### src/design/gsbf_pkg.sv
package gsbf_pkg;

    localparam int unsigned MAX_BLOCK_BYTES = 65535;

    localparam logic [31:0] CRC_POLY = 32'hEDB88320;
    localparam logic [31:0] CRC_INIT = 32'hFFFFFFFF;

    localparam logic [15:0] MAX_BLOCK_LEN = 16'(MAX_BLOCK_BYTES);

    // gzip member header bytes that are not zero
    localparam logic [7:0] GZ_ID1    = 8'h1F;
    localparam logic [7:0] GZ_ID2    = 8'h8B;
    localparam logic [7:0] GZ_CM     = 8'h08;
    localparam logic [7:0] GZ_OS     = 8'hFF;

    localparam logic OP_START = 1'b0;
    localparam logic OP_DATA  = 1'b1;

    typedef struct packed {
        logic        operation;
        logic [31:0] total_length;
        logic [7:0]  data_byte;
    } t_in;

    typedef struct packed {
        logic [7:0] out_byte;
        logic       last_of_run;
        logic       end_of_file;
    } t_out;

    typedef enum logic [1:0] {
        SEG_GZ,
        SEG_BLK,
        SEG_DATA,
        SEG_TRL
    } t_seg;

    typedef struct packed {
        logic trl;
        logic data;
        logic blk;
        logic gz;
    } t_segs;

    // everything the sequencer needs to emit the bytes of one input item
    typedef struct packed {
        t_segs       segs;
        logic        final_flag;
        logic [15:0] blk_len;
        logic [7:0]  data_byte;
        logic [31:0] crc_out;
        logic [31:0] length;
    } t_job;

endpackage

### src/design/gsbf_core.sv
module gsbf_core
    import gsbf_pkg::*;
(
    input  logic i_clk,
    input  logic i_rst_n,
    input  logic i_load,
    input  t_in  i_in,
    output t_job o_job
);

    logic [31:0] r_crc,      n_crc;
    logic [31:0] r_bytes_rem, n_bytes_rem;
    logic [15:0] r_blk_rem,  n_blk_rem;
    logic [31:0] r_strm_len, n_strm_len;

    function automatic logic [31:0] crc_byte(input logic [31:0] c_in, input logic [7:0] b);
        logic [31:0] c;
        c = c_in ^ {24'b0, b};
        for (int k = 0; k < 8; k++) begin
            c = c[0] ? (CRC_POLY ^ (c >> 1)) : (c >> 1);
        end
        return c;
    endfunction

    logic [31:0] crc_next;
    logic        blk_open;
    logic        fits;
    logic [15:0] blk_len;
    logic [15:0] blk_base;

    always_comb begin
        crc_next = crc_byte(r_crc, i_in.data_byte);
        blk_open = (r_blk_rem == 16'd0);
        fits     = (r_bytes_rem <= 32'(MAX_BLOCK_BYTES));
        blk_len  = fits ? r_bytes_rem[15:0] : MAX_BLOCK_LEN;
        blk_base = blk_open ? blk_len : r_blk_rem;

        n_crc       = r_crc;
        n_bytes_rem = r_bytes_rem;
        n_blk_rem   = r_blk_rem;
        n_strm_len  = r_strm_len;

        o_job            = '0;
        o_job.data_byte  = i_in.data_byte;
        o_job.length     = r_strm_len;

        if (i_in.operation == OP_START) begin
            n_crc       = CRC_INIT;
            n_strm_len  = i_in.total_length;
            n_bytes_rem = i_in.total_length;
            n_blk_rem   = 16'd0;
            o_job.segs.gz = 1'b1;
            // empty stream: one empty final block and the trailer straight away
            if (i_in.total_length == 32'd0) begin
                o_job.segs.blk   = 1'b1;
                o_job.segs.trl   = 1'b1;
                o_job.final_flag = 1'b1;
                o_job.blk_len    = 16'd0;
                o_job.crc_out    = 32'd0;
                o_job.length     = 32'd0;
            end
        end else if (r_bytes_rem != 32'd0) begin
            n_crc       = crc_next;
            n_bytes_rem = r_bytes_rem - 32'd1;
            n_blk_rem   = blk_base - 16'd1;
            o_job.segs.blk   = blk_open;
            o_job.segs.data  = 1'b1;
            o_job.segs.trl   = (r_bytes_rem == 32'd1);
            o_job.final_flag = fits;
            o_job.blk_len    = blk_len;
            o_job.crc_out    = ~crc_next;
        end
    end

    always_ff @(posedge i_clk) begin
        if (!i_rst_n) begin
            r_crc       <= CRC_INIT;
            r_bytes_rem <= '0;
            r_blk_rem   <= '0;
            r_strm_len  <= '0;
        end else if (i_load) begin
            r_crc       <= n_crc;
            r_bytes_rem <= n_bytes_rem;
            r_blk_rem   <= n_blk_rem;
            r_strm_len  <= n_strm_len;
        end
    end

    a_blk_within_stream: assert property (@(posedge i_clk) disable iff (!i_rst_n)
        (r_blk_rem != 16'd0) |-> ({16'b0, r_blk_rem} <= r_bytes_rem))
        else $error("block count exceeds remaining stream bytes");

    a_blk_le_stream: assert property (@(posedge i_clk) disable iff (!i_rst_n)
        r_bytes_rem <= r_strm_len)
        else $error("remaining bytes exceed stream length");

    a_start_resets_crc: assert property (@(posedge i_clk) disable iff (!i_rst_n)
        (i_load && i_in.operation == OP_START) |=> (r_crc == CRC_INIT && r_blk_rem == 16'd0))
        else $error("start did not reinitialise stream state");

endmodule

### src/design/gsbf_emit.sv
module gsbf_emit
    import gsbf_pkg::*;
(
    input  logic i_clk,
    input  logic i_rst_n,
    input  logic i_load,
    input  t_job i_job,
    output logic o_ready,
    output logic o_out_valid,
    input  logic i_out_stall,
    output t_out o_out
);

    logic       r_busy, n_busy;
    t_seg       r_seg,  n_seg;
    logic [3:0] r_cnt,  n_cnt;
    t_segs      r_left, n_left;
    t_job       r_job;
    logic       r_oval, n_oval;
    t_out       r_out,  n_out;

    function automatic t_seg first_seg(input t_segs s);
        if (s.gz)       return SEG_GZ;
        else if (s.blk) return SEG_BLK;
        else if (s.data) return SEG_DATA;
        else            return SEG_TRL;
    endfunction

    function automatic t_segs drop_seg(input t_segs s, input t_seg g);
        t_segs r;
        r = s;
        case (g)
            SEG_GZ:   r.gz   = 1'b0;
            SEG_BLK:  r.blk  = 1'b0;
            SEG_DATA: r.data = 1'b0;
            SEG_TRL:  r.trl  = 1'b0;
            default:  r      = s;
        endcase
        return r;
    endfunction

    function automatic logic [3:0] seg_last(input t_seg g);
        case (g)
            SEG_GZ:   return 4'd9;
            SEG_BLK:  return 4'd4;
            SEG_DATA: return 4'd0;
            SEG_TRL:  return 4'd7;
            default:  return 4'd0;
        endcase
    endfunction

    function automatic logic [7:0] seg_byte(input t_seg g, input logic [3:0] c, input t_job j);
        logic [7:0] b;
        b = 8'h00;
        case (g)
            SEG_GZ: begin
                case (c)
                    4'd0:    b = GZ_ID1;
                    4'd1:    b = GZ_ID2;
                    4'd2:    b = GZ_CM;
                    4'd9:    b = GZ_OS;
                    default: b = 8'h00;
                endcase
            end
            SEG_BLK: begin
                case (c)
                    4'd0:    b = {7'b0, j.final_flag};
                    4'd1:    b = j.blk_len[7:0];
                    4'd2:    b = j.blk_len[15:8];
                    4'd3:    b = ~j.blk_len[7:0];
                    4'd4:    b = ~j.blk_len[15:8];
                    default: b = 8'h00;
                endcase
            end
            SEG_DATA: b = j.data_byte;
            SEG_TRL: begin
                case (c)
                    4'd0:    b = j.crc_out[7:0];
                    4'd1:    b = j.crc_out[15:8];
                    4'd2:    b = j.crc_out[23:16];
                    4'd3:    b = j.crc_out[31:24];
                    4'd4:    b = j.length[7:0];
                    4'd5:    b = j.length[15:8];
                    4'd6:    b = j.length[23:16];
                    4'd7:    b = j.length[31:24];
                    default: b = 8'h00;
                endcase
            end
            default: b = 8'h00;
        endcase
        return b;
    endfunction

    logic out_load;
    logic fire;
    logic seg_end;
    logic job_end;

    always_comb begin
        out_load = !r_oval || !i_out_stall;
        fire     = r_busy && out_load;
        seg_end  = (r_cnt == seg_last(r_seg));
        job_end  = seg_end && (r_left == '0);
        o_ready  = !r_busy || (fire && job_end);

        n_busy = r_busy;
        n_seg  = r_seg;
        n_cnt  = r_cnt;
        n_left = r_left;
        n_oval = r_oval;
        n_out  = r_out;

        if (fire) begin
            n_oval            = 1'b1;
            n_out.out_byte    = seg_byte(r_seg, r_cnt, r_job);
            n_out.last_of_run = job_end;
            n_out.end_of_file = (r_seg == SEG_TRL) && seg_end;
        end else if (out_load) begin
            n_oval = 1'b0;
        end

        if (i_load) begin
            n_busy = (i_job.segs != '0);
            n_seg  = first_seg(i_job.segs);
            n_left = drop_seg(i_job.segs, first_seg(i_job.segs));
            n_cnt  = 4'd0;
        end else if (fire) begin
            if (job_end) begin
                n_busy = 1'b0;
            end else if (seg_end) begin
                n_seg  = first_seg(r_left);
                n_left = drop_seg(r_left, first_seg(r_left));
                n_cnt  = 4'd0;
            end else begin
                n_cnt = r_cnt + 4'd1;
            end
        end
    end

    always_ff @(posedge i_clk) begin
        if (!i_rst_n) begin
            r_busy <= 1'b0;
            r_seg  <= SEG_GZ;
            r_cnt  <= '0;
            r_left <= '0;
            r_oval <= 1'b0;
        end else begin
            r_busy <= n_busy;
            r_seg  <= n_seg;
            r_cnt  <= n_cnt;
            r_left <= n_left;
            r_oval <= n_oval;
        end
    end

    always_ff @(posedge i_clk) begin
        r_out <= n_out;
        if (i_load) begin
            r_job <= i_job;
        end
    end

    assign o_out_valid = r_oval;
    assign o_out       = r_out;

    a_load_when_ready: assert property (@(posedge i_clk) disable iff (!i_rst_n)
        i_load |-> o_ready)
        else $error("job loaded while sequencer busy");

    a_busy_holds: assert property (@(posedge i_clk) disable iff (!i_rst_n)
        (r_busy && !fire) |=> r_busy)
        else $error("job dropped without emitting");

    a_cnt_in_range: assert property (@(posedge i_clk) disable iff (!i_rst_n)
        r_busy |-> (r_cnt <= seg_last(r_seg)))
        else $error("segment byte count out of range");

    a_eof_ends_run: assert property (@(posedge i_clk) disable iff (!i_rst_n)
        (r_oval && r_out.end_of_file) |-> r_out.last_of_run)
        else $error("end of file not on last byte of run");

endmodule

### src/design/gzip_stored_block_framer_top.sv
// channel | direction | handshake                     | payload
// --------+-----------+-------------------------------+-----------------
// in      | input     | i_in_valid / o_in_stall       | i_in  (t_in)
// out     | output    | o_out_valid / i_out_stall     | o_out (t_out)
//
// One output byte per cycle unless the output stalls. A data byte that opens a block
// first emits the block header; the last byte adds the trailer. A start emits the
// gzip header, and for an empty stream also an empty final block and the trailer.
// The input stalls while the sequencer is busy, except on its final byte.
// Synchronous reset clears the CRC to all ones and the counters to zero.
module gzip_stored_block_framer_top
    import gsbf_pkg::*;
(
    input  logic i_clk,
    input  logic i_rst_n,
    input  logic i_in_valid,
    output logic o_in_stall,
    input  t_in  i_in,
    output logic o_out_valid,
    input  logic i_out_stall,
    output t_out o_out
);

    logic ready;
    logic load;
    t_job job;

    assign o_in_stall = !ready;
    assign load       = i_in_valid && ready;

    gsbf_core u_core (
        .i_clk   (i_clk),
        .i_rst_n (i_rst_n),
        .i_load  (load),
        .i_in    (i_in),
        .o_job   (job)
    );

    gsbf_emit u_emit (
        .i_clk       (i_clk),
        .i_rst_n     (i_rst_n),
        .i_load      (load),
        .i_job       (job),
        .o_ready     (ready),
        .o_out_valid (o_out_valid),
        .i_out_stall (i_out_stall),
        .o_out       (o_out)
    );

endmodule

### config.mk
export PLATFORM = sky130hd
export DESIGN_NAME = gzip_stored_block_framer_top
export DESIGN_NICKNAME = d
export VERILOG_FILES = /design/src/design/gsbf_pkg.sv /design/src/design/gsbf_core.sv /design/src/design/gsbf_emit.sv /design/src/design/gzip_stored_block_framer_top.sv
export SDC_FILE = /design/constraint.sdc
export NUM_CORES = 1
export LEC_CHECK = 0
export CORE_ASPECT_RATIO = 1.1
export CORE_MARGIN = 10
export CORE_UTILIZATION = 35
export DETAILED_ROUTE_END_ITERATION = 12
export DONT_BUFFER_PORTS = 1
export GPL_TIMING_DRIVEN = 1
export PLACE_DENSITY_LB_ADDON = 0.12
export SYNTH_ARGS = -nofsm -noshare
export SYNTH_HDL_FRONTEND = slang
export SYNTH_SLANG_ARGS = --single-unit
### constraint.sdc
create_clock -name i_clk -period 14.8 [get_ports i_clk]
set_input_delay 1.48 -clock i_clk [delete_from_list [all_inputs] [get_ports i_clk]]
set_output_delay 1.48 -clock i_clk [all_outputs]
set_load 0.01 [all_outputs]
==> flow_metrics.py <==
metrics = {
    "floorplan": {
        "ios": 57,
        "core_um2": 32500,
        "rows": 69,
        "dieArea_um2": 40700,
        "start_util": 0.356,
        "die_width_um": 193,
        "die_h_um": 211,
    },
    "setup_path": {
        "r2r-start": "u_emit.r_cnt[2]",
        "path_buf_inv": 3,
        "critPathMostFrequentCell": "buf_4",
        "critPathMaxStageDelay_ns": 0.94,
        "reg2reg_slack_ns": 10.31,
        "reg2reg_depth": 10,
        "crit_required_ns": 15.27,
        "crit_family": "buffers and inverters",
        "crit_path_start_kind": "flip-flop",
        "r2r_end": "u_core.r_blk_rem[7]",
        "slowest_stage": "dfxtp_1",
        "end_kind": "flip-flop",
        "path_cells": "xnor2_1 -> and4_1 -> a41oi_4 -> buf_4 -> inv_4 -> buf_4 -> nand3_1 -> a31oi_1 -> o21ai_0 -> nand2_1",
        "cp.arrival_ns": 4.95,
        "crit_fanout": 62,
        "worstSetupPathType": "flip-flop to flip-flop",
    },
    "cts": {
        "clk_latency_ns": 0.54,
        "cts.sinks": 223,
        "postCtsSetupBuffers": 0,
        "ctsResizeCount": 0,
        "clk_pin_slew_ns": 0.06,
        "cts_tree": "yes",
        "cts_buffer_depth": 3,
        "ctsHtreeMaxLevel": 1,
        "ctsHoldBuffers": 0,
        "root_buffer": "clkbuf_16",
        "cts_buffers": 26,
    },
    "timing": {
        "setup_viol": 0,
        "hold_slack_ns": 0.447,
        "tns_ns": 0,
        "slew_headroom": 0.364,
        "fmax_mhz": 223,
        "tightest_slew_ns": 0.952,
        "rsz0062_at_grt": "false",
        "fin_skew_ns": 0.0173,
        "setup_slack_ns": 10.31,
        "min_period_ns": 4.49,
        "fin_crit_sh": 0.303,
        "drv_slew": 0,
        "hold_viol": 0,
    },
    "synthesis": {
        "syn_inst": 1276,
        "synth_warnings": 0,
        "synth_cell_types": 75,
        "synth_nets": 1332,
        "ys_async_sr_fraction": 0,
        "synth_edf_count": 99,
        "synth_top_flop_cell": "dfxtp_1",
        "syn_avg_cell_area_um2": 9.06,
        "syn_area_um2": 11600,
        "seq_area_frac_synth": 0.472,
        "ys_ff_latch": 223,
    },
    "route": {
        "drc": 0,
        "wire_per_inst_um": 22.5,
        "wl_mm": 37.7,
        "routed_via_density": 5.58,
        "via_count": 9363,
        "drtAntennaViolNets": 0,
        "first_iter_violations": 832,
        "drt_first_pass_iters": 7,
    },
    "layout": {
        "post_route_cells_drive_above_1_share": 0.0758,
        "areaGrowthSynthToFinish_pct": 10.7,
        "fin_area_um2": 12800,
        "fill_cells": 3331,
        "seqCellArea_um2": 5460,
        "diodes": 0,
        "multiInputGateArea_um2": 5700,
        "final_nets": 1289,
    },
    "global_routing": {
        "grt_usage": 0.177,
        "grt_pass1_wl_mm": 57.1,
        "grt_max_degree": 117,
        "grt_overflow": 0,
        "antenna_found_initial": 0,
        "grt_pass1_vias": 8871,
    },
    "pwr": {
        "pwr-share-clk": 0.250,
        "seq_power_share": 0.327,
        "ir_worst_vdd_mv": 0.229,
        "p_sw_w": 0.00109,
        "comb_power_share": 0.423,
        "p_leak_nw": 4.56,
        "p_int_w": 0.00167,
        "power.density_nw_per_um2": 216,
        "p_sw_frac": 0.395,
    },
    "hold_path": {
        "hp-class": "flip-flop to flip-flop",
        "whs_path_depth": 2,
        "min_from": "u_core.r_strm_len[0]",
        "whs_endpoint": "u_core.r_strm_len[0]",
    },
    "placement": {
        "io_buffers": 0,
        "pre_cts_slack_ns": 10.25,
        "dp_hpwl_mm": 26.1,
        "placed_area_um2": 11900,
        "gp_congestion": 0.837,
    },
    "run_status": {
        "status": "complete, no violations",
    },
    "run": {
        "max_cap_violations": 0,
    },
}
power groups by stage:
stage          Clock, W  Sequential (W)  Combinational [W]
2_1_floorplan         0        0.000880           0.000888
3_3_place_gp          0        0.000915            0.00116
3_5_place_dp          0        0.000916            0.00116
4_1_cts        0.000706        0.000903            0.00117
5_1_grt        0.000726        0.000917            0.00129
6_report       0.000692        0.000903            0.00117
through the flow:
step / instances / total power, W / utilization
3_5_place_dp: 1631 / 0.00208 / 0.365
5_1_grt: 1679 / 0.00293 / 0.394
3_3_place_gp: 1631 / 0.00208 / 0.365
4_1_cts: 1679 / 0.00278 / 0.394
6_report: 1679 / 0.00276 / 0.394
2_1_floorplan: 1276 / 0.00177 / -
flip-flops by register name, summed over array words and instances (netlist names), 4 cells and up:
register	flops
u_emit.r_job	89
u_core.r_bytes_rem	32
u_core.r_crc	32
u_core.r_strm_len	32
u_core.r_blk_rem	16
u_emit.o_out	10
u_emit.r_cnt	4
u_emit.r_left	4
synthesized netlist by cell type (all sizes together), types with 17 or more instances:
cell type  count  area (um2)
a21boi        43         323
a21oi         69         349
a22oi         17         128
and2          26         163
buf           26         148
clkbuf        58         218
dfxtp        124        2480
edfxtp        99        2970
inv           19        71.3
nand2        199         749
nand3         31         155
nor2         120         450
nor2b         49         307
nor3          34         180
nor4          19         179
o21ai         71         355
o22ai         19         156
xnor2         55         489
xor2          22         193
worst max path at each step:
stage,to,cells after the start,from,slack [ns]
floorplan,u_emit.r_seg[0],7,i_out_stall,9.34
global placement,u_core.r_blk_rem[7],9,i_in_valid,10.27
detailed placement,u_core.r_blk_rem[7],9,i_in_valid,10.25
CTS,u_core.r_blk_rem[7],10,u_emit.r_cnt[2],10.37
global route,u_core.r_blk_rem[7],10,u_emit.r_cnt[2],9.94
finish,u_core.r_blk_rem[7],10,u_emit.r_cnt[2],10.31
final cells by class:
class / count / area share
Clock inverter: 13 / 0.0158
Multi-Input combinational cell: 950 / 0.446
Inverter: 19 / 0.00577
Tap cell: 426 / 0.0417
Sequential cell: 223 / 0.426
Timing Repair Buffer: 13 / 0.00763
Clock buffer: 35 / 0.0566
cells by family after synthesis:
family | synth area share
flip-flops | 0.472
adder cells (fa/ha/maj) | 0.0119
buffers and inverters | 0.0378
multiplexers | 0.0135
XOR/XNOR | 0.0590
AO/OA/AOI/OAI | 0.185
AND/OR/NAND/NOR | 0.220
placed cells by master, fill, tap and decap left out, types with 10 or more instances in the layout:
cell type,synthesis,final
a21boi_0,24,24
a21boi_1,19,19
a21oi_1,68,68
a22oi_1,17,17
a31oi_1,13,13
and2_1,24,24
buf_4,0,13
clkbuf_16,0,26
dfxtp_1,124,124
edfxtp_1,99,99
ha_1,11,11
inv_1,19,18
mux2i_1,10,10
nand2_1,198,198
nand3_1,31,31
nor2_1,120,119
nor2b_1,49,49
nor3_1,32,31
nor4_1,15,15
o21a_1,10,10
o21ai_0,62,62
o22ai_1,13,13
or3_1,10,10
xnor2_1,54,54
xor2_1,22,22
per-layer routing:
metal,share of wire,global-route usage,up-vias
li1,-,-,4462
met1,0.45,0.237,4563
met2,0.47,0.289,288
met3,0.058,0.0268,50
met4,0.024,0.0484,0
met5,0,0,-
worst min-delay path, delay by kind of cell (launching register included):
family,cells,cell delay (ns)
AOI/OAI and AO/OA,1,0.05
and+or+nand+nor,1,0.05
DFF,1,0.30
No activity file was read; power rests on OpenSTA's default activity.
